==> src/hw/rtl/bdf_pkg.sv <==
// Shared types and constants for the block data framer.
package bdf_pkg;

    // Buffer geometry
    localparam int BLOCK_BYTES = 256;
    localparam int ROWS        = (BLOCK_BYTES + 7) / 8;
    localparam int ROW_W       = (ROWS > 1) ? $clog2(ROWS) : 1;
    localparam int FILL_W      = $clog2(BLOCK_BYTES + 1);
    localparam int POS_W       = (ROW_W + 3 > FILL_W) ? (ROW_W + 3) : FILL_W;

    // Command queue between front and back
    localparam int QUEUE_DEPTH = 2;
    localparam int Q_PTR_W     = (QUEUE_DEPTH > 1) ? $clog2(QUEUE_DEPTH) : 1;
    localparam int Q_CNT_W     = $clog2(QUEUE_DEPTH + 1);

    // Configuration port
    localparam int CFG_IDX_W = 8;
    localparam logic [CFG_IDX_W-1:0] REG_SHORT_TAG = 8'd0;
    localparam logic [CFG_IDX_W-1:0] REG_LONG_TAG  = 8'd1;
    localparam logic [7:0] SHORT_TAG_RST = 8'd119;
    localparam logic [7:0] LONG_TAG_RST  = 8'd122;

    // Input kind codes
    localparam logic [1:0] KIND_APPEND = 2'd0;
    localparam logic [1:0] KIND_CHAR   = 2'd1;
    localparam logic [1:0] KIND_FLUSH  = 2'd2;
    localparam logic [1:0] KIND_MODE   = 2'd3;

    // Header lengths in bytes
    localparam logic [3:0] HDR_SHORT_LEN = 4'd2;
    localparam logic [3:0] HDR_LONG_LEN  = 4'd5;

    typedef enum logic [1:0] {
        OP_APPEND,
        OP_FLUSH,
        OP_MODE
    } op_t;

    // Classified command: bytes are left-aligned, first byte in bits 63:56
    typedef struct packed {
        op_t         op;
        logic [63:0] bytes;
        logic [3:0]  n;
        logic        mode;
    } cmd_t;

endpackage

==> src/hw/rtl/bdf_front.sv <==
// Front end: classifies input items and encodes characters into byte commands.
module bdf_front (
    input  logic               s_valid,
    input  logic [1:0]         s_kind,
    input  logic [63:0]        s_data_bytes,
    input  logic [3:0]         s_byte_count,
    input  logic [15:0]        s_char_code,
    input  logic               s_mode_value,
    output logic               push_valid,
    output bdf_pkg::cmd_t      push_cmd
);
    import bdf_pkg::*;

    logic [3:0]  app_n;
    logic [15:0] c;
    logic        drop;

    assign c = s_char_code;

    // Byte count clipped to eight
    assign app_n = (s_byte_count > 4'd8) ? 4'd8 : s_byte_count;

    // Appending nothing leaves no trace
    assign drop = (s_kind == KIND_APPEND) && (app_n == 4'd0);
    assign push_valid = s_valid && !drop;

    // Classification and modified UTF-8 encoding
    always_comb begin
        push_cmd.op    = OP_APPEND;
        push_cmd.bytes = '0;
        push_cmd.n     = 4'd0;
        push_cmd.mode  = s_mode_value;
        case (s_kind)
            KIND_APPEND: begin
                push_cmd.op    = OP_APPEND;
                push_cmd.n     = app_n;
                push_cmd.bytes = s_data_bytes << {4'(4'd8 - app_n), 3'b000};
            end
            KIND_CHAR: begin
                push_cmd.op = OP_APPEND;
                if (c >= 16'h0001 && c <= 16'h007F) begin
                    push_cmd.n     = 4'd1;
                    push_cmd.bytes = {c[7:0], 56'd0};
                end else if (c > 16'h07FF) begin
                    push_cmd.n     = 4'd3;
                    push_cmd.bytes = {8'hE0 | {4'd0, c[15:12]},
                                      8'h80 | {2'd0, c[11:6]},
                                      8'h80 | {2'd0, c[5:0]}, 40'd0};
                end else begin
                    // NUL and two-byte range
                    push_cmd.n     = 4'd2;
                    push_cmd.bytes = {8'hC0 | {3'd0, c[10:6]},
                                      8'h80 | {2'd0, c[5:0]}, 48'd0};
                end
            end
            KIND_FLUSH: begin
                push_cmd.op = OP_FLUSH;
            end
            KIND_MODE: begin
                push_cmd.op = OP_MODE;
            end
            default: begin
                push_cmd.op = OP_FLUSH;
            end
        endcase
    end

endmodule

==> src/hw/rtl/bdf_queue.sv <==
// Short command queue decoupling the front end from the back end.
module bdf_queue (
    input  logic               aclk,
    input  logic               aresetn,
    input  logic               push_valid,
    output logic               push_ready,
    input  bdf_pkg::cmd_t      push_cmd,
    output logic               pop_valid,
    input  logic               pop_ready,
    output bdf_pkg::cmd_t      pop_cmd
);
    import bdf_pkg::*;

    cmd_t               q_reg [QUEUE_DEPTH];
    logic [Q_PTR_W-1:0] wr_ptr_reg, wr_ptr_next;
    logic [Q_PTR_W-1:0] rd_ptr_reg, rd_ptr_next;
    logic [Q_CNT_W-1:0] count_reg, count_next;
    logic               do_push, do_pop;

    assign push_ready = (count_reg != Q_CNT_W'(QUEUE_DEPTH));
    assign pop_valid  = (count_reg != '0);
    assign pop_cmd    = q_reg[rd_ptr_reg];
    assign do_push    = push_valid && push_ready;
    assign do_pop     = pop_valid && pop_ready;

    // Pointer and occupancy update
    always_comb begin
        wr_ptr_next = wr_ptr_reg;
        rd_ptr_next = rd_ptr_reg;
        count_next  = count_reg;
        if (do_push) begin
            wr_ptr_next = (wr_ptr_reg == Q_PTR_W'(QUEUE_DEPTH - 1)) ? '0
                                                                    : wr_ptr_reg + 1'b1;
        end
        if (do_pop) begin
            rd_ptr_next = (rd_ptr_reg == Q_PTR_W'(QUEUE_DEPTH - 1)) ? '0
                                                                    : rd_ptr_reg + 1'b1;
        end
        if (do_push && !do_pop) begin
            count_next = count_reg + 1'b1;
        end else if (do_pop && !do_push) begin
            count_next = count_reg - 1'b1;
        end
    end

    always_ff @(posedge aclk) begin
        if (!aresetn) begin
            wr_ptr_reg <= '0;
            rd_ptr_reg <= '0;
            count_reg  <= '0;
        end else begin
            wr_ptr_reg <= wr_ptr_next;
            rd_ptr_reg <= rd_ptr_next;
            count_reg  <= count_next;
        end
    end

    // Entry storage
    always_ff @(posedge aclk) begin
        if (do_push) begin
            q_reg[wr_ptr_reg] <= push_cmd;
        end
    end

endmodule

==> src/hw/rtl/bdf_back.sv <==
// Back end: byte-lane block buffer, drain sequencer and result register.
module bdf_back (
    input  logic               aclk,
    input  logic               aresetn,
    input  logic               cmd_valid,
    output logic               cmd_ready,
    input  bdf_pkg::cmd_t      cmd,
    input  logic [7:0]         short_tag,
    input  logic [7:0]         long_tag,
    output logic               m_valid,
    input  logic               m_ready,
    output logic [63:0]        m_out_word,
    output logic [3:0]         m_out_count,
    output logic               m_is_header,
    output logic               m_last
);
    import bdf_pkg::*;

    typedef enum logic [2:0] {
        B_IDLE,
        B_WRITE,
        B_START,
        B_HDR,
        B_DATA
    } state_t;

    state_t             state_reg, state_next;
    logic [FILL_W-1:0]  fill_reg, fill_next;
    logic               mode_reg, mode_next;
    logic [63:0]        vec_reg, vec_next;
    logic [3:0]         rem_reg, rem_next;
    logic [ROW_W-1:0]   row_reg, row_next;
    logic               resume_reg, resume_next;
    logic               mode_apply_reg, mode_apply_next;
    logic               mode_val_reg, mode_val_next;

    logic               m_valid_reg, m_valid_next;
    logic [63:0]        word_reg, word_next;
    logic [3:0]         count_reg, count_next;
    logic               hdr_reg, hdr_next;
    logic               last_reg, last_next;

    // Buffer: eight byte lanes, row = position / 8, lane = position % 8
    logic [7:0]         mem [8][ROWS];
    logic [7:0]         rd_data [8];
    logic [7:0]         lane_we;
    logic [ROW_W-1:0]   lane_addr [8];
    logic [7:0]         lane_data [8];

    logic               out_free;
    logic [FILL_W-1:0]  space;
    logic [3:0]         wr_n;
    logic [POS_W-1:0]   remain;
    logic               word_last;
    logic [3:0]         word_cnt;
    logic [63:0]        data_word;
    logic [63:0]        hdr_word;
    logic [3:0]         hdr_cnt;

    assign out_free  = !m_valid_reg || m_ready;
    assign cmd_ready = (state_reg == B_IDLE);

    // Bytes that fit before the buffer is full
    assign space = FILL_W'(BLOCK_BYTES) - fill_reg;
    assign wr_n  = (space < FILL_W'(rem_reg)) ? space[3:0] : rem_reg;

    // Lane write steering
    always_comb begin
        logic [2:0]       k;
        logic [POS_W-1:0] pos;
        for (int l = 0; l < 8; l++) begin
            k            = 3'(l) - fill_reg[2:0];
            pos          = POS_W'(fill_reg) + POS_W'(k);
            lane_we[l]   = (state_reg == B_WRITE) && (4'(k) < wr_n);
            lane_addr[l] = pos[ROW_W+2:3];
            lane_data[l] = vec_reg[{3'(3'd7 - k), 3'b000} +: 8];
        end
    end

    // Data word of the current row, unused bytes zero
    assign remain    = POS_W'(fill_reg) - POS_W'({row_reg, 3'b000});
    assign word_last = (remain <= POS_W'(8));
    assign word_cnt  = word_last ? remain[3:0] : 4'd8;

    always_comb begin
        for (int l = 0; l < 8; l++) begin
            data_word[63-8*l -: 8] = (4'(l) < word_cnt) ? rd_data[l] : 8'd0;
        end
    end

    // Header word: short or long length form
    always_comb begin
        if (fill_reg <= FILL_W'(255)) begin
            hdr_word = {short_tag, 8'(fill_reg), 48'd0};
            hdr_cnt  = HDR_SHORT_LEN;
        end else begin
            hdr_word = {long_tag, 32'(fill_reg), 24'd0};
            hdr_cnt  = HDR_LONG_LEN;
        end
    end

    // Sequencer next state
    always_comb begin
        state_next      = state_reg;
        fill_next       = fill_reg;
        mode_next       = mode_reg;
        vec_next        = vec_reg;
        rem_next        = rem_reg;
        row_next        = row_reg;
        resume_next     = resume_reg;
        mode_apply_next = mode_apply_reg;
        mode_val_next   = mode_val_reg;
        m_valid_next    = m_valid_reg && !m_ready;
        word_next       = word_reg;
        count_next      = count_reg;
        hdr_next        = hdr_reg;
        last_next       = last_reg;
        case (state_reg)
            B_IDLE: begin
                if (cmd_valid) begin
                    resume_next     = 1'b0;
                    mode_apply_next = 1'b0;
                    case (cmd.op)
                        OP_APPEND: begin
                            vec_next   = cmd.bytes;
                            rem_next   = cmd.n;
                            state_next = B_WRITE;
                        end
                        OP_FLUSH: begin
                            if (fill_reg != '0) begin
                                state_next = B_START;
                            end
                        end
                        OP_MODE: begin
                            if (cmd.mode != mode_reg) begin
                                if (fill_reg != '0) begin
                                    mode_apply_next = 1'b1;
                                    mode_val_next   = cmd.mode;
                                    state_next      = B_START;
                                end else begin
                                    mode_next = cmd.mode;
                                end
                            end
                        end
                        default: begin
                            state_next = B_IDLE;
                        end
                    endcase
                end
            end
            B_WRITE: begin
                fill_next = fill_reg + FILL_W'(wr_n);
                vec_next  = vec_reg << {wr_n, 3'b000};
                rem_next  = rem_reg - wr_n;
                if (rem_reg == wr_n) begin
                    state_next = B_IDLE;
                end else begin
                    // A byte meets a full buffer: drain, then carry on writing
                    resume_next = 1'b1;
                    state_next  = B_START;
                end
            end
            B_START: begin
                row_next   = '0;
                state_next = mode_reg ? B_HDR : B_DATA;
            end
            B_HDR: begin
                if (out_free) begin
                    m_valid_next = 1'b1;
                    word_next    = hdr_word;
                    count_next   = hdr_cnt;
                    hdr_next     = 1'b1;
                    last_next    = 1'b0;
                    state_next   = B_DATA;
                end
            end
            B_DATA: begin
                if (out_free) begin
                    m_valid_next = 1'b1;
                    word_next    = data_word;
                    count_next   = word_cnt;
                    hdr_next     = 1'b0;
                    last_next    = word_last;
                    if (word_last) begin
                        fill_next  = '0;
                        state_next = resume_reg ? B_WRITE : B_IDLE;
                        if (mode_apply_reg) begin
                            mode_next = mode_val_reg;
                        end
                    end else begin
                        row_next = row_reg + 1'b1;
                    end
                end
            end
            default: begin
                state_next = B_IDLE;
            end
        endcase
    end

    // State and result register
    always_ff @(posedge aclk) begin
        if (!aresetn) begin
            state_reg      <= B_IDLE;
            fill_reg       <= '0;
            mode_reg       <= 1'b0;
            resume_reg     <= 1'b0;
            mode_apply_reg <= 1'b0;
            m_valid_reg    <= 1'b0;
        end else begin
            state_reg      <= state_next;
            fill_reg       <= fill_next;
            mode_reg       <= mode_next;
            vec_reg        <= vec_next;
            rem_reg        <= rem_next;
            row_reg        <= row_next;
            resume_reg     <= resume_next;
            mode_apply_reg <= mode_apply_next;
            mode_val_reg   <= mode_val_next;
            m_valid_reg    <= m_valid_next;
            word_reg       <= word_next;
            count_reg      <= count_next;
            hdr_reg        <= hdr_next;
            last_reg       <= last_next;
        end
    end

    // Buffer lanes: one write and one registered read per lane
    always_ff @(posedge aclk) begin
        for (int l = 0; l < 8; l++) begin
            if (lane_we[l]) begin
                mem[l][lane_addr[l]] <= lane_data[l];
            end
            rd_data[l] <= mem[l][row_next];
        end
    end

    assign m_valid     = m_valid_reg;
    assign m_out_word  = word_reg;
    assign m_out_count = count_reg;
    assign m_is_header = hdr_reg;
    assign m_last      = last_reg;

endmodule

==> src/hw/rtl/block_data_framer_with_mutf8.sv <==
// Top level of the block data framer: configuration registers and block wiring.
//
// Items enter a two-deep command queue at up to one per cycle while it has room;
// characters are turned into modified UTF-8 bytes on the way in. The back end
// takes one command at a time: an append is taken in the idle state and all its
// bytes are then written at once into the eight byte-lane buffer; a flush or
// mode change with nothing buffered ends on being taken. A drain passes through
// a set-up state, a header word in block mode, and one data word per eight
// buffered bytes, read row by row through the single read port of the buffer
// into the result register. An append that meets a full buffer drains it and
// then goes back to writing the rest of its bytes. Back-pressure on the result
// channel stalls the drain. Configuration writes are taken at any time and
// should be made while the block is idle.
module block_data_framer_with_mutf8 (
    input  logic                           aclk,
    input  logic                           aresetn,
    input  logic                           cfg_valid,
    output logic                           cfg_ready,
    input  logic [bdf_pkg::CFG_IDX_W-1:0]  cfg_index,
    input  logic [7:0]                     cfg_data,
    input  logic                           s_valid,
    output logic                           s_ready,
    input  logic [1:0]                     s_kind,
    input  logic [63:0]                    s_data_bytes,
    input  logic [3:0]                     s_byte_count,
    input  logic [15:0]                    s_char_code,
    input  logic                           s_mode_value,
    output logic                           m_valid,
    input  logic                           m_ready,
    output logic [63:0]                    m_out_word,
    output logic [3:0]                     m_out_count,
    output logic                           m_is_header,
    output logic                           m_last
);
    import bdf_pkg::*;

    logic [7:0] short_tag_reg, short_tag_next;
    logic [7:0] long_tag_reg, long_tag_next;
    logic       push_valid, push_ready;
    cmd_t       push_cmd;
    logic       pop_valid, pop_ready;
    cmd_t       pop_cmd;

    // Configuration registers
    assign cfg_ready = 1'b1;

    always_comb begin
        short_tag_next = short_tag_reg;
        long_tag_next  = long_tag_reg;
        if (cfg_valid) begin
            case (cfg_index)
                REG_SHORT_TAG: short_tag_next = cfg_data;
                REG_LONG_TAG:  long_tag_next  = cfg_data;
                default:       short_tag_next = short_tag_reg;
            endcase
        end
    end

    always_ff @(posedge aclk) begin
        if (!aresetn) begin
            short_tag_reg <= SHORT_TAG_RST;
            long_tag_reg  <= LONG_TAG_RST;
        end else begin
            short_tag_reg <= short_tag_next;
            long_tag_reg  <= long_tag_next;
        end
    end

    // Input transfer accepted whenever the queue has room
    assign s_ready = push_ready;

    bdf_front u_front (
        .s_valid      (s_valid),
        .s_kind       (s_kind),
        .s_data_bytes (s_data_bytes),
        .s_byte_count (s_byte_count),
        .s_char_code  (s_char_code),
        .s_mode_value (s_mode_value),
        .push_valid   (push_valid),
        .push_cmd     (push_cmd)
    );

    bdf_queue u_queue (
        .aclk       (aclk),
        .aresetn    (aresetn),
        .push_valid (push_valid),
        .push_ready (push_ready),
        .push_cmd   (push_cmd),
        .pop_valid  (pop_valid),
        .pop_ready  (pop_ready),
        .pop_cmd    (pop_cmd)
    );

    bdf_back u_back (
        .aclk        (aclk),
        .aresetn     (aresetn),
        .cmd_valid   (pop_valid),
        .cmd_ready   (pop_ready),
        .cmd         (pop_cmd),
        .short_tag   (short_tag_reg),
        .long_tag    (long_tag_reg),
        .m_valid     (m_valid),
        .m_ready     (m_ready),
        .m_out_word  (m_out_word),
        .m_out_count (m_out_count),
        .m_is_header (m_is_header),
        .m_last      (m_last)
    );

endmodule

==> config.mk <==
export PLATFORM = sky130hd
export DESIGN_NAME = block_data_framer_with_mutf8
export DESIGN_NICKNAME = d
export VERILOG_FILES = /design/src/hw/rtl/bdf_pkg.sv /design/src/hw/rtl/bdf_front.sv /design/src/hw/rtl/bdf_queue.sv /design/src/hw/rtl/bdf_back.sv /design/src/hw/rtl/block_data_framer_with_mutf8.sv
export SDC_FILE = /design/constraint.sdc
export NUM_CORES = 2
export LEC_CHECK = 0
export BUFFER_PORTS_ARGS = -buffer_cell sky130_fd_sc_hd__buf_2
export CAP_MARGIN = 15
export CORE_ASPECT_RATIO = 0.8
export CORE_UTILIZATION = 55
export CTS_CLUSTER_DIAMETER = 200
export CTS_CLUSTER_SIZE = 12
export DETAILED_ROUTE_END_ITERATION = 8
export PLACE_DENSITY = 0.71
export SLEW_MARGIN = 20
export SYNTH_ARGS = -nofsm -noshare
export SYNTH_HDL_FRONTEND = slang
export SYNTH_SLANG_ARGS = --single-unit
==> constraint.sdc <==
create_clock -name aclk -period 7.85 [get_ports aclk]
set_clock_uncertainty 0.2 [all_clocks]
set_input_delay 0.785 -clock aclk [delete_from_list [all_inputs] [get_ports aclk]]
set_output_delay 0.785 -clock aclk [all_outputs]
set_load 0.02 [all_outputs]
==> flow_summary.json <==
{
  "numCtsBuffers": 220,
  "slew_viol_final": 0,
  "design.die.area_mm2": 0.187,
  "max-slew-margin-rel_pct": 10.2,
  "h-tree-depth": 4,
  "required_ns": 8.15,
  "crit_family": "simple AND/OR/NAND/NOR gates",
  "cp_common_cell": "ha_1",
  "synth-edff-count": 2334,
  "arrival_ns": 7.49,
  "clkTransAtPathRegs_ns": 0.08,
  "vdd_drop_max_mv": 0.364,
  "yosysWarningCount": 0,
  "dr.pass1.iters": 8,
  "ant_nets": 0,
  "critPathBufInv": 5,
  "yosysSeqAreaShare_pct": 70.7,
  "crit_start": "u_back.fill_reg[0]$_SDFFE_PN0P_",
  "cts_resized": 0,
  "startpoint_type": "flop",
  "cts_tree": "yes",
  "tightest_slew_ns": 1.34,
  "grt_pass1_vias": 64900,
  "slowest_delay_ns": 0.71,
  "drc_errors": 0,
  "initial_core_util_pct": 55.7,
  "synth_nets": 7874,
  "rows": 140,
  "drive_above_1_share_pct": 9.52,
  "rr_endpoint": "u_back.mem[0][761]$_DFFE_PP_",
  "crit_slowest_cell": "nor2_1",
  "critical_path_depth": 18,
  "die_w_um": 483,
  "routed_wl_um": 321000,
  "overflow": 0,
  "syn_inst": 7711,
  "pwr-share-seq_pct": 41.2,
  "largest_register_ff_count": 2048,
  "synth_cell_type_count": 79,
  "rsz0062_at_grt": "false",
  "cap_violations": 0,
  "crit_path_max_fanout": 30,
  "setup_viol": 0,
  "r2r_slack_ns": 0.65,
  "final_hold_viol_count": 0,
  "grt_first_pass_wirelength_um": 458000,
  "nNetsFinal": 7974,
  "via_per_inst": 6.64,
  "reg2regPathDepth": 18,
  "die_h_um": 387,
  "core_mm2": 0.183,
  "power.switching_uw": 15500,
  "post-dp-hpwl_um": 204000,
  "p_leak_uw": 0.0379,
  "power_frac_comb_pct": 33.8,
  "fill_cells": 13700,
  "power_density_mw_per_mm2": 359,
  "wire_per_inst_um": 30.9,
  "cts_sinks": 2435,
  "reg2reg_from": "u_back.fill_reg[0]$_SDFFE_PN0P_",
  "syn_to_final_growth_pct": 9.91,
  "path_class": "flop to flop",
  "max_freq_mhz": 139,
  "postCtsHoldBufs": 9,
  "grt_max_degree": 162,
  "p_int_uw": 24800,
  "endpoint": "u_back.mem[0][761]$_DFFE_PP_",
  "grt_usage_pct": 33.8,
  "dr_total_vias": 69100,
  "p_clk_share_pct": 25.0,
  "fin_crit_ns": 7.20,
  "synth_area_mm2": 0.102,
  "synth_top_flop_cell": "edfxtp_1",
  "path_cells": "inv_1 > ha_1 > inv_1 > ha_1 > buf_4 > ha_1 > a21o_1 > a211oi_4 > mux2i_2 > buf_4 > inv_2 > ha_1 > a21o_1 > a21oi_1 > o21ai_0 > nor2_1 > nand2_1 > nor2_1",
  "crit_path_end_kind": "flop",
  "clock_latency_ns": 0.91,
  "place_congestion": 0.983,
  "async_reset_ff_share_pct": 0,
  "post_cts_buffers": 0,
  "finalCritPeriodShare_pct": 91.7,
  "clock-root-buffer": "clkbuf_16",
  "numPortBuffers": 179,
  "tns_ns": 0,
  "p_sw_share_pct": 38.4,
  "status": "finished clean",
  "antenna_found_initial": 16,
  "hold_class": "primary input to flop",
  "ioPinCount": 181,
  "ys_ff_latch": 2435,
  "cts_buffer_depth": 3,
  "final_util_pct": 61.2,
  "drtIter0Drc": 11600,
  "avgSynthCellArea_um2": 13.2
}
[layer usage]
layer	track usage (%)	vias to the layer above	wire (um)
li1	-	29000	-
met1	48.1	33900	122000
met2	48.6	5498	138000
met3	11.0	774	48000
met4	12.4	10	13400
met5	0	-	82
[power by group through the flow]
stage,Combinational (uW),Sequential [uW],Clock (uW)
2_1_floorplan,7640,16600,0
3_3_place_gp,12900,16800,0
3_5_place_dp,13100,16800,0
4_1_cts,13200,16500,10100
5_1_grt,14100,16600,10600
6_report,13600,16600,10100
[logic make-up (layout without fill, tap and decap cells)]
kind of cell               after synthesis  count (layout)  share of synthesized area (%)
other                                    1               9                        0.00368
buffers and inverters                  525             801                           2.24
DFF                                   2435            2435                           70.7
adders and majority gates               55              55                          0.697
xor gates and xnor gates                66              66                          0.567
muxes                                  489             489                           5.74
and+or+nand+nor                       2969            2969                           12.5
AOI/OAI and AO/OA                     1171            1171                           7.52
[synthesized netlist by cell type (all sizes together) (14+ instances only)]
master / number / area share [%]
o221ai: 18 / 0.15
nor3: 45 / 0.23
a311oi: 29 / 0.25
nand4: 101 / 0.62
o211ai: 21 / 0.15
edfxtp: 2334 / 69
a21oi: 371 / 1.8
nand2: 1809 / 6.7
a211oi: 74 / 0.56
nor4: 35 / 0.23
inv: 48 / 0.18
nor2b: 44 / 0.27
o22a: 14 / 0.12
xor2: 27 / 0.23
mux2i: 399 / 3.9
o22ai: 67 / 0.41
buf: 281 / 1.3
mux4: 75 / 1.7
clkbuf: 191 / 0.70
ha: 52 / 0.64
and3: 102 / 0.63
nor2: 360 / 1.4
nand3: 367 / 1.8
mux2: 15 / 0.17
and2: 54 / 0.33
nand2b: 20 / 0.12
dfxtp: 101 / 2.0
a21o: 86 / 0.63
a32oi: 103 / 0.89
a31oi: 134 / 0.82
o21ai: 128 / 0.63
a22o: 35 / 0.30
a221oi: 29 / 0.25
xnor2: 39 / 0.34
[through the flow]
step	power [uW]	std cells	setup WS (ns)	instance area, um2	hold WS (ns)
detailed placement	29900	9994	0.824	105000	0.237
finish	40200	10400	0.655	112000	0.0696
CTS	39800	10400	0.839	112000	0.0205
global route	41200	10400	0.459	112000	0.0687
floorplan	24300	7711	1.62	102000	0.221
global placement	29800	9994	0.942	105000	0.230
[how the worst min path moves through the flow]
stage,from,end,slack (ns),cells past startpoint
CTS,s_data_bytes[0],u_queue.q_reg[1][37]$_DFFE_PP_,0.02,2
global placement,u_back.resume_reg$_SDFFE_PN0P_,u_back.resume_reg$_SDFFE_PN0P_,0.23,2
detailed placement,u_back.resume_reg$_SDFFE_PN0P_,u_back.resume_reg$_SDFFE_PN0P_,0.24,2
global route,s_data_bytes[0],u_queue.q_reg[0][37]$_DFFE_PP_,0.07,2
floorplan,u_back.resume_reg$_SDFFE_PN0P_,u_back.resume_reg$_SDFFE_PN0P_,0.22,2
finish,s_data_bytes[0],u_queue.q_reg[0][37]$_DFFE_PP_,0.07,2
[placed cells by master, fill, tap and decap left out, drive strengths merged, types with 15 or more instances in the layout]
| cell type | instances |
|---|---|
| o21ai | 128 |
| o211ai | 21 |
| a32oi | 103 |
| nand3 | 367 |
| a22o | 35 |
| nor2 | 360 |
| nor3 | 45 |
| and2 | 54 |
| xnor2 | 39 |
| a311oi | 29 |
| a31oi | 134 |
| a221oi | 29 |
| dfxtp | 101 |
| nand2 | 1809 |
| clkbuf | 383 |
| nand4 | 101 |
| a211oi | 74 |
| o221ai | 18 |
| nor2b | 44 |
| nor4 | 35 |
| inv | 53 |
| a21o | 86 |
| xor2 | 27 |
| mux2i | 399 |
| ha | 52 |
| o22ai | 67 |
| and3 | 102 |
| buf | 341 |
| mux4 | 75 |
| mux2 | 15 |
| a21oi | 371 |
| clkinv | 15 |
| edfxtp | 2334 |
| nand2b | 20 |
[layout make-up]
class | instances | area (um2) | share of cell area [%]
multi-input combinational | 4751 | 27800 | 24.8
sequential | 2435 | 72100 | 64.4
timing repair buffer | 350 | 2360 | 2.11
antenna | 8 | 20.0 | 0.0179
clock buffer | 383 | 6120 | 5.46
clock inverter | 15 | 332 | 0.296
inverter | 53 | 221 | 0.198
tap | 2414 | 3020 | 2.70
[worst register-to-register path, cell delays in order (launching register included)]
cell	delay, ns
dfxtp_4	0.63
inv_1	0.24
ha_1	0.36
inv_1	0.15
ha_1	0.24
buf_4	0.21
ha_1	0.30
a21o_1	0.19
a211oi_4	0.50
mux2i_2	0.27
buf_4	0.41
inv_2	0.38
ha_1	0.41
a21o_1	0.26
a21oi_1	0.18
o21ai_0	0.31
nor2_1	0.71
nand2_1	0.27
nor2_1	0.65
No activity file was read; power rests on OpenSTA's default activity.
